**src/hdl/pdpi_pkg.sv**
```systemverilog
// Shared types, constants and helpers of the pendulum PD/PI controller.
`timescale 1ns / 1ps
package pdpi_pkg;

	localparam int FRAC_BITS  = 8;
	localparam int SAMPLE_W   = 12;
	localparam int GAIN_W     = 16;
	localparam int DUTY_W     = 13;
	localparam int ENC_W      = 16;
	localparam int TGT_W      = 8;
	localparam int CFG_DATA_W = 16;
	localparam int CFG_IDX_W  = 3;

	localparam int ERR_W   = SAMPLE_W + 1;
	localparam int DERR_W  = ERR_W + 1;
	localparam int FILT_W  = ENC_W + FRAC_BITS;
	localparam int INTEG_W = 10 + FRAC_BITS;
	localparam int ISUM_W  = FILT_W + 3;
	localparam int MUL_A_W = FILT_W + 1;
	localparam int MUL_B_W = GAIN_W + 1;
	localparam int PROD_W  = MUL_A_W + MUL_B_W;
	localparam int ACC_W   = PROD_W + 1;
	localparam int PD_W    = GAIN_W + DERR_W + 2 - FRAC_BITS;
	localparam int CMD_W   = ACC_W - 2 * FRAC_BITS + 1;

	localparam int FILT_OLD   = 205;
	localparam int FILT_NEW_Q = 51 << FRAC_BITS;
	localparam int INTEG_LIM  = 500 << FRAC_BITS;
	localparam int FILT_MAX   = (1 << (FILT_W - 1)) - 1;
	localparam int FILT_MIN   = -(1 << (FILT_W - 1));

	localparam logic [GAIN_W-1:0]   RST_ANGLE_KP    = 16'd3840;
	localparam logic [GAIN_W-1:0]   RST_ANGLE_KD    = 16'd20480;
	localparam logic [GAIN_W-1:0]   RST_SPEED_KP    = 16'd33280;
	localparam logic [GAIN_W-1:0]   RST_SPEED_KI    = 16'd384;
	localparam logic [SAMPLE_W-1:0] RST_SETPOINT    = 12'd3270;
	localparam logic [DUTY_W-1:0]   RST_DUTY_LIMIT  = 13'd900;
	localparam logic [SAMPLE_W-1:0] RST_WINDOW_LOW  = 12'd2900;
	localparam logic [SAMPLE_W-1:0] RST_WINDOW_HIGH = 12'd3600;

	typedef enum logic [CFG_IDX_W-1:0] {
		REG_ANGLE_KP,
		REG_ANGLE_KD,
		REG_SPEED_KP,
		REG_SPEED_KI,
		REG_SETPOINT,
		REG_DUTY_LIMIT,
		REG_WINDOW_LOW,
		REG_WINDOW_HIGH
	} cfg_reg_t;

	typedef enum logic [2:0] {
		MS_NONE,
		MS_KP_ERR,
		MS_KD_DERR,
		MS_FILT_OLD,
		MS_ENC_NEW,
		MS_FILT_SKP,
		MS_INTEG_SKI
	} mul_sel_t;

	typedef enum logic [1:0] {
		ACC_HOLD,
		ACC_LOAD,
		ACC_ADD
	} acc_op_t;

	typedef enum logic [3:0] {
		ST_IDLE,
		ST_MUL_KP,
		ST_MUL_KD,
		ST_MUL_FO,
		ST_MUL_FN,
		ST_FSUM,
		ST_FSAT,
		ST_MUL_SKP,
		ST_MUL_SKI,
		ST_PISUM,
		ST_CMD,
		ST_OUT
	} step_t;

	typedef struct packed {
		mul_sel_t mul_sel;
		acc_op_t  acc_op;
		logic     take;
		logic     prev_ld;
		logic     pd_ld;
		logic     filt_ld;
		logic     integ_ld;
		logic     cmd_ld;
		logic     out_ld;
	} ctrl_t;

	// Divide by 2^F, truncating toward zero.
	function automatic logic signed [ACC_W-1:0] trunc_shr_f(input logic signed [ACC_W-1:0] v);
		logic signed [ACC_W-1:0] b;
		b = v[ACC_W-1] ? v + $signed(ACC_W'((1 << FRAC_BITS) - 1)) : v;
		return b >>> FRAC_BITS;
	endfunction

	// Divide by 2^(2F), truncating toward zero.
	function automatic logic signed [ACC_W-1:0] trunc_shr_2f(input logic signed [ACC_W-1:0] v);
		logic signed [ACC_W-1:0] b;
		b = v[ACC_W-1] ? v + $signed(ACC_W'((1 << (2 * FRAC_BITS)) - 1)) : v;
		return b >>> (2 * FRAC_BITS);
	endfunction

endpackage

```
**src/hdl/pdpi_ifs.sv**
```systemverilog
// Valid/ready channel interfaces for controller ticks and results.
`timescale 1ns / 1ps
interface pdpi_in_if;
	import pdpi_pkg::*;
	logic                       valid;
	logic                       ready;
	logic [SAMPLE_W-1:0]        angle_sample;
	logic signed [ENC_W-1:0]    encoder_count;
	logic signed [TGT_W-1:0]    target_speed;
	modport source (output valid, angle_sample, encoder_count, target_speed, input ready);
	modport sink (input valid, angle_sample, encoder_count, target_speed, output ready);
endinterface

interface pdpi_out_if;
	import pdpi_pkg::*;
	logic               valid;
	logic               ready;
	logic [DUTY_W-1:0]  duty;
	logic               drive_negative;
	logic               cut_off;
	modport source (output valid, duty, drive_negative, cut_off, input ready);
	modport sink (input valid, duty, drive_negative, cut_off, output ready);
endinterface

```
**src/hdl/pdpi_mac.sv**
```systemverilog
// Shared signed multiply-accumulate unit: registered product, then accumulator.
`timescale 1ns / 1ps
module pdpi_mac (
	input  logic                                 clk,
	input  logic signed [pdpi_pkg::MUL_A_W-1:0]  mul_a,
	input  logic signed [pdpi_pkg::MUL_B_W-1:0]  mul_b,
	input  pdpi_pkg::acc_op_t                    acc_op,
	output logic signed [pdpi_pkg::ACC_W-1:0]    acc
);
	import pdpi_pkg::*;

	logic signed [PROD_W-1:0] prod_s1;
	logic signed [ACC_W-1:0]  acc_q;

	always_ff @(posedge clk) begin
		prod_s1 <= mul_a * mul_b;
		case (acc_op)
			ACC_LOAD: acc_q <= ACC_W'(prod_s1);
			ACC_ADD:  acc_q <= acc_q + ACC_W'(prod_s1);
			default:  acc_q <= acc_q;
		endcase
	end

	assign acc = acc_q;

endmodule

```
**src/hdl/pdpi_seq.sv**
```systemverilog
// Step sequencer driving the shared multiply-accumulate and state loads.
`timescale 1ns / 1ps
module pdpi_seq (
	input  logic            clk,
	input  logic            arst_n,
	input  logic            in_valid,
	input  logic            out_busy,
	output logic            in_ready,
	output pdpi_pkg::ctrl_t ctrl
);
	import pdpi_pkg::*;

	step_t state_q, state_d;

	always_ff @(posedge clk or negedge arst_n) begin
		if (!arst_n) begin
			state_q <= ST_IDLE;
		end else begin
			state_q <= state_d;
		end
	end

	always_comb begin
		state_d  = state_q;
		ctrl     = '0;
		in_ready = 1'b0;
		case (state_q)
			ST_IDLE: begin
				in_ready = 1'b1;
				if (in_valid) begin
					ctrl.take = 1'b1;
					state_d   = ST_MUL_KP;
				end
			end
			ST_MUL_KP: begin
				ctrl.mul_sel = MS_KP_ERR;
				state_d      = ST_MUL_KD;
			end
			ST_MUL_KD: begin
				ctrl.mul_sel = MS_KD_DERR;
				ctrl.acc_op  = ACC_LOAD;
				ctrl.prev_ld = 1'b1;
				state_d      = ST_MUL_FO;
			end
			ST_MUL_FO: begin
				ctrl.mul_sel = MS_FILT_OLD;
				ctrl.acc_op  = ACC_ADD;
				state_d      = ST_MUL_FN;
			end
			ST_MUL_FN: begin
				ctrl.mul_sel = MS_ENC_NEW;
				ctrl.acc_op  = ACC_LOAD;
				ctrl.pd_ld   = 1'b1;
				state_d      = ST_FSUM;
			end
			ST_FSUM: begin
				ctrl.acc_op = ACC_ADD;
				state_d     = ST_FSAT;
			end
			ST_FSAT: begin
				ctrl.filt_ld = 1'b1;
				state_d      = ST_MUL_SKP;
			end
			ST_MUL_SKP: begin
				ctrl.mul_sel  = MS_FILT_SKP;
				ctrl.integ_ld = 1'b1;
				state_d       = ST_MUL_SKI;
			end
			ST_MUL_SKI: begin
				ctrl.mul_sel = MS_INTEG_SKI;
				ctrl.acc_op  = ACC_LOAD;
				state_d      = ST_PISUM;
			end
			ST_PISUM: begin
				ctrl.acc_op = ACC_ADD;
				state_d     = ST_CMD;
			end
			ST_CMD: begin
				ctrl.cmd_ld = 1'b1;
				state_d     = ST_OUT;
			end
			ST_OUT: begin
				if (!out_busy) begin
					ctrl.out_ld = 1'b1;
					state_d     = ST_IDLE;
				end
			end
			default: begin
				state_d = ST_IDLE;
			end
		endcase
	end

endmodule

```
**src/hdl/pendulum_pd_pi_motor_controller_unit.sv**
```systemverilog
// Top level of the cascaded PD angle / PI speed pendulum motor controller.
// One control tick is accepted when the block is idle. The result beat is loaded into the
// output register in the last step after acceptance, or later if the previous result has
// not been taken yet. The block then returns to idle before it accepts the next tick, so
// it takes a new tick only once it is through with the last one. The step sequence is set
// by the single 25x17-bit multiply-accumulate unit, which forms the six products of a tick
// one at a time, with filter and integral updates between them, then command and output steps.
// The finished result waits in its own register, so a new tick can be accepted
// while it is still pending. No clearing pass is needed after reset.
`timescale 1ns / 1ps
module pendulum_pd_pi_motor_controller_unit (
	input  logic                                clk,
	input  logic                                arst_n,
	input  logic                                cfg_we,
	input  logic [pdpi_pkg::CFG_IDX_W-1:0]      cfg_index,
	input  logic [pdpi_pkg::CFG_DATA_W-1:0]     cfg_data,
	pdpi_in_if.sink                             sample,
	pdpi_out_if.source                          result
);
	import pdpi_pkg::*;

	localparam logic signed [ACC_W-1:0]   FILT_MAX_A  = ACC_W'(FILT_MAX);
	localparam logic signed [ACC_W-1:0]   FILT_MIN_A  = ACC_W'(FILT_MIN);
	localparam logic signed [ISUM_W-1:0]  INTEG_MAX_S = ISUM_W'(INTEG_LIM);
	localparam logic signed [ISUM_W-1:0]  INTEG_MIN_S = ISUM_W'(-INTEG_LIM);

	logic [GAIN_W-1:0]   angle_kp_q, angle_kd_q, speed_kp_q, speed_ki_q;
	logic [SAMPLE_W-1:0] angle_setpoint_q, window_low_q, window_high_q;
	logic [DUTY_W-1:0]   duty_limit_q;

	logic signed [ERR_W-1:0]   err_q, prev_q;
	logic signed [ENC_W-1:0]   enc_q;
	logic signed [TGT_W-1:0]   tgt_q;
	logic                      cut_q;
	logic signed [FILT_W-1:0]  filt_q;
	logic signed [INTEG_W-1:0] integ_q;
	logic signed [PD_W-1:0]    pd_q;
	logic signed [CMD_W-1:0]   cmd_q;

	logic                out_valid_q;
	logic [DUTY_W-1:0]   duty_q;
	logic                neg_q;
	logic                cut_out_q;

	ctrl_t                      ctrl;
	logic                       in_ready;
	logic signed [MUL_A_W-1:0]  mul_a;
	logic signed [MUL_B_W-1:0]  mul_b;
	logic signed [ACC_W-1:0]    acc;
	logic signed [DERR_W-1:0]   derr;
	logic signed [ERR_W-1:0]    err_new;
	logic signed [ACC_W-1:0]    fsum;
	logic signed [FILT_W-1:0]   filt_new;
	logic signed [ISUM_W-1:0]   isum;
	logic signed [INTEG_W-1:0]  integ_new;
	logic                       neg;
	logic [CMD_W-1:0]           mag;
	logic [DUTY_W-1:0]          mag_lim;

	pdpi_seq u_seq (
		.clk      (clk),
		.arst_n   (arst_n),
		.in_valid (sample.valid),
		.out_busy (out_valid_q & ~result.ready),
		.in_ready (in_ready),
		.ctrl     (ctrl)
	);

	pdpi_mac u_mac (
		.clk    (clk),
		.mul_a  (mul_a),
		.mul_b  (mul_b),
		.acc_op (ctrl.acc_op),
		.acc    (acc)
	);

	assign sample.ready = in_ready;

	always_ff @(posedge clk or negedge arst_n) begin
		if (!arst_n) begin
			angle_kp_q       <= RST_ANGLE_KP;
			angle_kd_q       <= RST_ANGLE_KD;
			speed_kp_q       <= RST_SPEED_KP;
			speed_ki_q       <= RST_SPEED_KI;
			angle_setpoint_q <= RST_SETPOINT;
			duty_limit_q     <= RST_DUTY_LIMIT;
			window_low_q     <= RST_WINDOW_LOW;
			window_high_q    <= RST_WINDOW_HIGH;
		end else if (cfg_we) begin
			case (cfg_index)
				REG_ANGLE_KP:    angle_kp_q       <= cfg_data[GAIN_W-1:0];
				REG_ANGLE_KD:    angle_kd_q       <= cfg_data[GAIN_W-1:0];
				REG_SPEED_KP:    speed_kp_q       <= cfg_data[GAIN_W-1:0];
				REG_SPEED_KI:    speed_ki_q       <= cfg_data[GAIN_W-1:0];
				REG_SETPOINT:    angle_setpoint_q <= cfg_data[SAMPLE_W-1:0];
				REG_DUTY_LIMIT:  duty_limit_q     <= cfg_data[DUTY_W-1:0];
				REG_WINDOW_LOW:  window_low_q     <= cfg_data[SAMPLE_W-1:0];
				REG_WINDOW_HIGH: window_high_q    <= cfg_data[SAMPLE_W-1:0];
				default: ;
			endcase
		end
	end

	assign err_new = $signed({1'b0, sample.angle_sample}) - $signed({1'b0, angle_setpoint_q});
	assign derr    = DERR_W'(err_q) - DERR_W'(prev_q);

	always_ff @(posedge clk) begin
		if (ctrl.take) begin
			err_q <= err_new;
			enc_q <= sample.encoder_count;
			tgt_q <= sample.target_speed;
			cut_q <= (sample.angle_sample < window_low_q) ||
				(sample.angle_sample > window_high_q);
		end
		if (ctrl.pd_ld) begin
			pd_q <= PD_W'(trunc_shr_f(acc));
		end
		if (ctrl.cmd_ld) begin
			cmd_q <= CMD_W'(trunc_shr_2f(acc)) + CMD_W'(pd_q);
		end
	end

	always_comb begin
		case (ctrl.mul_sel)
			MS_KP_ERR: begin
				mul_a = MUL_A_W'(err_q);
				mul_b = $signed({1'b0, angle_kp_q});
			end
			MS_KD_DERR: begin
				mul_a = MUL_A_W'(derr);
				mul_b = $signed({1'b0, angle_kd_q});
			end
			MS_FILT_OLD: begin
				mul_a = MUL_A_W'(filt_q);
				mul_b = MUL_B_W'(FILT_OLD);
			end
			MS_ENC_NEW: begin
				mul_a = MUL_A_W'(enc_q);
				mul_b = MUL_B_W'(FILT_NEW_Q);
			end
			MS_FILT_SKP: begin
				mul_a = MUL_A_W'(filt_q);
				mul_b = $signed({1'b0, speed_kp_q});
			end
			MS_INTEG_SKI: begin
				mul_a = MUL_A_W'(integ_q);
				mul_b = $signed({1'b0, speed_ki_q});
			end
			default: begin
				mul_a = '0;
				mul_b = '0;
			end
		endcase
	end

	// filter saturate, then integral clamp
	always_comb begin
		fsum = trunc_shr_f(acc);
		if (fsum > FILT_MAX_A) begin
			filt_new = FILT_W'(FILT_MAX_A);
		end else if (fsum < FILT_MIN_A) begin
			filt_new = FILT_W'(FILT_MIN_A);
		end else begin
			filt_new = FILT_W'(fsum);
		end
		isum = ISUM_W'(integ_q) + ISUM_W'(filt_q) - (ISUM_W'(tgt_q) <<< FRAC_BITS);
		if (isum > INTEG_MAX_S) begin
			integ_new = INTEG_W'(INTEG_MAX_S);
		end else if (isum < INTEG_MIN_S) begin
			integ_new = INTEG_W'(INTEG_MIN_S);
		end else begin
			integ_new = INTEG_W'(isum);
		end
	end

	always_ff @(posedge clk or negedge arst_n) begin
		if (!arst_n) begin
			prev_q  <= '0;
			filt_q  <= '0;
			integ_q <= '0;
		end else begin
			if (ctrl.prev_ld) begin
				prev_q <= err_q;
			end
			if (ctrl.filt_ld) begin
				filt_q <= filt_new;
			end
			if (ctrl.integ_ld) begin
				integ_q <= integ_new;
			end
		end
	end

	assign neg     = cmd_q[CMD_W-1];
	assign mag     = neg ? CMD_W'(-cmd_q) : CMD_W'(cmd_q);
	assign mag_lim = (mag > CMD_W'(duty_limit_q)) ? duty_limit_q : mag[DUTY_W-1:0];

	always_ff @(posedge clk or negedge arst_n) begin
		if (!arst_n) begin
			out_valid_q <= 1'b0;
		end else if (ctrl.out_ld) begin
			out_valid_q <= 1'b1;
		end else if (result.ready) begin
			out_valid_q <= 1'b0;
		end
	end

	always_ff @(posedge clk) begin
		if (ctrl.out_ld) begin
			duty_q    <= cut_q ? '0 : mag_lim;
			neg_q     <= neg;
			cut_out_q <= cut_q;
		end
	end

	assign result.valid          = out_valid_q;
	assign result.duty           = duty_q;
	assign result.drive_negative = neg_q;
	assign result.cut_off        = cut_out_q;

endmodule

```
**src/flat_wrapper.sv**
```systemverilog
// flat-port wrapper written by rule: the top's interface ports become plain ports
module pendulum_pd_pi_motor_controller_unit_flat import pdpi_pkg::*;
  (clk, arst_n, cfg_we, cfg_index, cfg_data, sample_valid, sample_angle_sample, sample_encoder_count, sample_target_speed, sample_ready, result_valid, result_duty, result_drive_negative, result_cut_off, result_ready);
  pdpi_in_if sample_i ();
  pdpi_out_if result_i ();
  input  logic clk;
  input  logic arst_n;
  input  logic cfg_we;
  input  logic [pdpi_pkg::CFG_IDX_W-1:0] cfg_index;
  input  logic [pdpi_pkg::CFG_DATA_W-1:0] cfg_data;
  input wire logic [$bits(sample_i.valid)-1:0] sample_valid;
  input wire logic [$bits(sample_i.angle_sample)-1:0] sample_angle_sample;
  input wire logic [$bits(sample_i.encoder_count)-1:0] sample_encoder_count;
  input wire logic [$bits(sample_i.target_speed)-1:0] sample_target_speed;
  output wire logic [$bits(sample_i.ready)-1:0] sample_ready;
  output wire logic [$bits(result_i.valid)-1:0] result_valid;
  output wire logic [$bits(result_i.duty)-1:0] result_duty;
  output wire logic [$bits(result_i.drive_negative)-1:0] result_drive_negative;
  output wire logic [$bits(result_i.cut_off)-1:0] result_cut_off;
  input wire logic [$bits(result_i.ready)-1:0] result_ready;
  assign sample_i.valid = sample_valid;
  assign sample_i.angle_sample = sample_angle_sample;
  assign sample_i.encoder_count = sample_encoder_count;
  assign sample_i.target_speed = sample_target_speed;
  assign sample_ready = sample_i.ready;
  assign result_valid = result_i.valid;
  assign result_duty = result_i.duty;
  assign result_drive_negative = result_i.drive_negative;
  assign result_cut_off = result_i.cut_off;
  assign result_i.ready = result_ready;
  pendulum_pd_pi_motor_controller_unit u_core (.clk(clk), .arst_n(arst_n), .cfg_we(cfg_we), .cfg_index(cfg_index), .cfg_data(cfg_data), .sample(sample_i), .result(result_i));
endmodule
```
**config.mk**
```make
export PLATFORM = sky130hd
export DESIGN_NAME = pendulum_pd_pi_motor_controller_unit_flat
export DESIGN_NICKNAME = d
export VERILOG_FILES = /design/src/hdl/pdpi_pkg.sv /design/src/hdl/pdpi_ifs.sv /design/src/hdl/pdpi_mac.sv /design/src/hdl/pdpi_seq.sv /design/src/hdl/pendulum_pd_pi_motor_controller_unit.sv /design/src/flat_wrapper.sv
export SDC_FILE = /design/constraint.sdc
export NUM_CORES = 2
export LEC_CHECK = 0
export ABC_AREA = 1
export BUFFER_PORTS_ARGS = -buffer_cell sky130_fd_sc_hd__buf_2
export CORE_ASPECT_RATIO = 0.7
export CORE_UTILIZATION = 35
export DETAILED_ROUTE_END_ITERATION = 8
export PLACE_DENSITY_LB_ADDON = 0.1
export SYNTH_ARGS = -nofsm -noshare
export SYNTH_HDL_FRONTEND = slang
export SYNTH_SLANG_ARGS = --single-unit
```
**constraint.sdc**
```tcl
create_clock -name clk -period 21.8 [get_ports clk]
set_input_delay 2.18 -clock clk [delete_from_list [all_inputs] [get_ports clk]]
set_output_delay 2.18 -clock clk [all_outputs]
set_load 0.01 [all_outputs]
```
# After elaboration in Yosys (flattened, before gate mapping)
# Index checks and enable logic that the tools add are counted.
[op_classes] eq_ne=28 reduce_logical=17 order_cmp=7 bitwise=2 muxes=28 n_addsub=9 mul=1
[ops] cell="25-bit case mux with 5 select lines" n=1
[ops] cell="16-bit case mux with 6 select lines" n=1
[ops] cell="43-bit 2-to-1 mux" n=2
[ops] cell="43-bit case mux with 2 select lines" n=1
[ops] cell="24-bit 2-to-1 mux" n=2
[ops] cell="4-bit case mux with 12 select lines" n=1
[ops] cell="43-bit by 17-bit adder with 43-bit output, second input constant" n=1
[ops] cell="43-bit by 42-bit adder with 43-bit output" n=1
[ops] cell="43-bit by 9-bit adder with 43-bit output, second input constant" n=1
[ops] cell="25-bit by 17-bit multiplier with 42-bit output" n=1
[ops] cell="18-bit 2-to-1 mux" n=2
[ops] cell="35-bit by 24-bit > comparator with 1-bit output, second input constant" n=1
[ops] cell="35-bit by 24-bit less-than comparator with 1-bit output, second input constant" n=1
[ops] cell="27-bit by 24-bit adder with 28-bit output" n=1
[ops] cell="28-bit by 13-bit > comparator with 1-bit output" n=1
[ops] cell="28-bit 2-to-1 mux" n=1
[ops] cell="28-bit negator" n=1
[ops] cell="27-bit by 18-bit > comparator with 1-bit output, second input constant" n=1
[ops] cell="27-bit by 18-bit less-than comparator with 1-bit output, second input constant" n=1
[ops] cell="25-bit by 16-bit subtractor with 26-bit output" n=1
[ops] cell="18-bit by 24-bit adder with 25-bit output" n=1
[ops] cell="3-bit equality test, second input constant" n=7
[ops] cell="3-bit case mux with 6 select lines" n=1
[ops] cell="2-bit AND reduction" n=9
[ops] cell="25 further kinds" n=51
[totals] word_cells=116 reg_bits=363

# Depth between registers and ports, before layout
[depth] word_depth=6 ltp_mapped=38 mapped_depth_nobuf=38

# Hierarchy
# A second synthesis with hierarchy kept.
[hier_totals] hier_cells=5808 area_unflattened_um2=42522.0
[modules_own_cells] module="pdpi_mac" area_per_inst_um2=22610.4 n_inst=1 cells_per_inst=3123
[modules_own_cells] module="pendulum_pd_pi_motor_controller_unit" area_per_inst_um2=19573.8 n_inst=1 cells_per_inst=2636
[modules_own_cells] module="pdpi_seq" area_per_inst_um2=337.8 n_inst=1 cells_per_inst=49

# Worst setup path before layout
# Ideal clock, no wire load.
[synth_path] kind="reg-to-reg" startpoint="reg u_core.err_q[5]" endpoint="reg u_core.u_mac.prod_s1[41]" path_slack_ns=14.657 stages_incl_launch_ff=34 synth_period_minus_slack_ns=7.143 arrival_time_ns=7.072 cell_sequence="edfxtp_1 -> ha_1 -> nand2_1 -> o21ai_0 -> nand3_1 -> nand3_1 -> nand2_1 -> a21oi_1 -> nor3_1 -> a21oi_4 -> nand2_1 -> buf_2 -> nand2_1 -> inv_1 -> fa_1 -> inv_1 -> fa_1 -> inv_1 -> fa_1 -> inv_1 -> fa_1 -> inv_1 -> fa_1 -> inv_1 -> fa_1 -> inv_1 -> ha_1 -> nand2_1 -> nor2_1 -> nand2_1 -> nor3_1 -> nand4_1 -> o2111ai_1 -> xor2_1"
[synth_via] elab_chain_len=3
[synth_rtl] item="start, declared" line="pendulum_pd_pi_motor_controller_unit.sv:31" text="logic signed [ERR_W-1:0] err_q, prev_q;"
[synth_rtl] item="start signal, assigned" line="pendulum_pd_pi_motor_controller_unit.sv:109" text="err_q <= err_new;"
[synth_rtl] item="13-bit by 13-bit subtractor with 14-bit output" line="pendulum_pd_pi_motor_controller_unit.sv:105" text="assign derr = DERR_W'(err_q) - DERR_W'(prev_q);"
[synth_rtl] item="25-bit case mux with 5 select lines (*)" line="pendulum_pd_pi_motor_controller_unit.sv:124" text="case (ctrl.mul_sel)"
[synth_rtl] item="25-bit by 17-bit multiplier with 42-bit output (*)" line="pdpi_mac.sv:16" text="prod_s1 <= mul_a * mul_b;"
[synth_rtl] item="end signal, assigned" line="pdpi_mac.sv:16"
[synth_rtl] item="end, declared" line="pdpi_mac.sv:12" text="logic signed [PROD_W-1:0] prod_s1;"
# Mark *: on every way between the ends. The rest lies on a longest branch, timed or not.
# A chain may end at the register's enable or synchronous reset.

# Worst setup path after layout
[layout_path] startpoint="reg u_core.u_seq.state_q[3]" endpoint="reg u_core.u_mac.prod_s1[41]"
[layout_via] elab_chain_len=6 elab_cells_between_ends=17 cone_classes="mul (1); eq/ne (12); mux (3); reduce/logical (1)"
[layout_rtl] item="start, declared" line="pdpi_seq.sv:13" text="step_t state_q, state_d;"
[layout_rtl] item="start signal, assigned" line="pdpi_seq.sv:19" text="state_q <= state_d;"
[layout_rtl] item="4-bit equality test, or another cell as far along" line="pdpi_seq.sv:27" text="case (state_q)"
[layout_rtl] item="3-bit case mux with 6 select lines (*)" line="pdpi_seq.sv:27"
[layout_rtl] item="3-bit by 2-bit equality test with 1-bit output / 3-bit equality test (equally long branches)" line="pendulum_pd_pi_motor_controller_unit.sv:124"
[layout_rtl] item="2-bit OR reduction (no line)"
[layout_rtl] item="25-bit case mux with 5 select lines" line="pendulum_pd_pi_motor_controller_unit.sv:124"
[layout_rtl] item="25-bit by 17-bit multiplier with 42-bit output (*)" line="pdpi_mac.sv:16"
# Marks and branches as above.

==> key figures <==
Layout
  • Final Instance Area: 42700 µm²
  • Fillers: between 10000 and 15000
  • Ratio of cells with drive above 1 in the final layout: 0.0568
  • Final nets: 5884
  • Area Growth Syn to Fin: 9.04%

Global route
  • Total congestion overflow: 0
  • Initial antenna violation count: 3
  • GRT Overall Usage: 0.233
  • First-pass GRT wire length: approximately 200000 µm
  • Largest net degree at the start of global routing: 68
  • Number of global-route vias before repair: 32400

Placed design
  • Dpl cell area: 41200 µm²
  • PortBufs: 76
  • Final HPWL DP: 107000 µm
  • GP Congestion: 0.921
  • Pre-CTS setup slack: between 10000 and 15000 ps

Synth
  • Most common cell in the netlist: nand2_1
  • Ys flop type: edfxtp_1
  • Sequential element share of the synthesized area: 0.247
  • Post-synth EDFFs: 148
  • Asr flop ratio synth: 0.477
  • Seq cells post-synth: 363
  • Post-Syn Nets: 5833
  • Top-area cell type share of the netlist area: 0.205
  • Yosys Warn Count: 0
  • Mapped Area: 39100 µm²
  • Count of cell types in the netlist: 55
  • Mapped Cells: 5106
  • Commonest cells post-synth: 1305 x nand2_1, 1062 x inv_1, 428 x nor2_1, 401 x fa_1, 280 x o21ai_0
  • Synth top area cells: fa_1 21%, nand2_1 13%, edfxtp_1 11%, inv_1 10%, dfrtp_1 9.1%
  • Yosys top cell by area: fa_1
  • Post-Syn Area per Cell: 7.67 µm²

Timing
  • Period utilization: 0.394
  • Fmax: 117 MHz
  • Least-Margin Pin Slew: ~1200 ps
  • Hold Vio Cnt, Final: 0
  • Hold WS: ~480 ps
  • Skew final: 41.8 ps
  • RSZ-0062 raised after global routing: false
  • Final setup margin: 13220 ps
  • Final Max Tran Viols: 0
  • Slew HR: 0.215
  • TNS Setup: 0 ps
  • Minimum clock period: between 8000 and 9000 ps
  • Final setup vio count: 0

Clock network
  • Hold-fix buffers at CTS: 0
  • Post-CTS sizing: 0
  • Worst-path clk slew: around 60 ps
  • Inserted Clock Buffers: 44
  • Clock Tree Buf Depth: 3
  • CTS tree: yes
  • CTS root buf: clkbuf_16
  • Clk_lat worst skew: 620 ps
  • Setup Buffers After CTS: 0
  • CTS H-tree depth: 2
  • Clock sink count: 363

Worst setup path
  • Slowest CP cell: fa_1
  • Crit-path max cell delay: roughly 550 ps
  • Crit path arrival time: between 9000 and 10000 ps
  • Buf+Inv Stages, Crit Path: 8
  • CP most frequent cell: inv_1
  • Required time worst endpoint: about 22000 ps
  • CP max FO: 47
  • CP top delay family: adder cells
  • CP startpoint kind: register
  • Crit Path Class: reg -> reg
  • Worst Setup End Kind: register

Drt
  • Routed WL: 131000 µm
  • Routed vias/inst: 4.93
  • DRC: 0
  • Post-DRT Antenna Nets: 0
  • Routed WL per cell: between 15 and 20 µm
  • Vias after detailed routing: between 30000 and 40000
  • DR iter-0 viols: 2903
  • DRT Pass-1 Iters: 6

Die
  • Starting Density: 0.353
  • DIE AREA: ~110000 µm²
  • Core ar.: about 110000 µm²
  • Chip Height: 282 µm
  • Die width: 402 µm
  • I/O Pins: 77
  • Row cnt: 102

Flow run
  • Max cap viols: 0

Hold path
  • Worst Hold Class: reg -> reg

Status
  • Status: finished clean
-- worst min-delay path: cells and delay by family, from the launching register on --
family           cells  cell delay (ps)
flip-flops           1              340
AND/OR/NAND/NOR      1               50
AO/OA/AOI/OAI        1               60
-- per-layer routing --
metal	vias up	wire, µm	share of wire	track usage
met5	-	0	0	0
met4	0	1770	0.014	0.0338
met3	108	11000	0.084	0.0469
met2	975	48800	0.37	0.315
met1	15700	69100	0.53	0.379
li1	15900	-	-	-
-- final timing paths --
check / from / to / slack [ps] / cells after the start
max: u_core.u_seq.state_q[3] / u_core.u_mac.prod_s1[41] / 13220 / 28
min: u_core.speed_kp_q[7] / u_core.speed_kp_q[7] / 480 / 2
max reg2reg: u_core.u_seq.state_q[3] / u_core.u_mac.prod_s1[41] / 13220 / 28
min reg2reg: u_core.speed_kp_q[7] / u_core.speed_kp_q[7] / 480 / 2
max in group asynchronous: arst_n / u_core.u_seq.state_q[2] / 18270 / 3
min in group asynchronous: arst_n / u_core.window_high_q[5] / 1610 / 1
-- area by class of cell --
cell class                      count  area (µm²)  area share
Antenna cell                        1        2.50   0.0000586
Clock inverter                     25         317     0.00742
Multi-Input combinational cell   3553       25000       0.585
Inverter                         1080        4050      0.0950
Clock buffer                       57        1190      0.0279
Sequential cell                   363        9650       0.226
Timing Repair Buffer              115         679      0.0159
Tap cell                         1456        1820      0.0427
-- cell families after synthesis --
logic type | count (synthesis) | synth area share
XOR/XNOR | 165 | 0.0369
AND/OR/NAND/NOR | 2087 | 0.220
buffers and inverters | 1190 | 0.117
flip-flops | 363 | 0.247
adder cells (fa/ha/maj) | 667 | 0.290
AO/OA/AOI/OAI | 634 | 0.0901
-- flip-flops by register name (all words and copies together), names as in the netlist, 4 cells and up --
register / flops
u_core.angle_kd_q: 16
u_core.angle_kp_q: 16
u_core.angle_setpoint_q: 12
u_core.cmd_q: 28
u_core.duty_limit_q: 13
u_core.enc_q: 16
u_core.err_q: 13
u_core.filt_q: 24
u_core.integ_q: 18
u_core.pd_q: 24
u_core.prev_q: 13
u_core.result.duty: 13
u_core.speed_ki_q: 16
u_core.speed_kp_q: 16
u_core.tgt_q: 8
u_core.u_mac.acc: 43
u_core.u_mac.prod_s1: 42
u_core.u_seq.state_q: 4
u_core.window_high_q: 12
u_core.window_low_q: 12
-- per-stage QoR --
| step | util | cells |
|---|---|---|
| 2_1_floorplan | - | 5106 |
| 3_3_place_gp | 0.372 | 6567 |
| 3_5_place_dp | 0.372 | 6567 |
| 4_1_cts | 0.385 | 6649 |
| 5_1_grt | 0.385 | 6649 |
| 6_report | 0.385 | 6650 |
-- cell usage in the layout (no fill, tap or decap), drive strengths merged, types with 13 or more instances in the layout --
cell    netlist  final
buf          50    115
o21ai       296    296
a221oi       16     16
nor3         51     51
inv        1073   1082
a21o         13     13
clkbuf       60     57
nand3       148    148
a31oi        21     21
edfxtp      148    148
nand4        62     62
fa          401    401
dfxtp        42     42
nand3b       20     20
dfrtp       143    143
nand2      1315   1315
a21oi       226    226
dfstp        30     30
nor2        442    442
xor2        115    115
xnor2        50     50
nor4         23     23
clkinv        7     17
ha          266    266
Power is left out: the tool's default activity adds up to more than one toggle a clock period on the data nets, which glitch-free logic cannot reach.
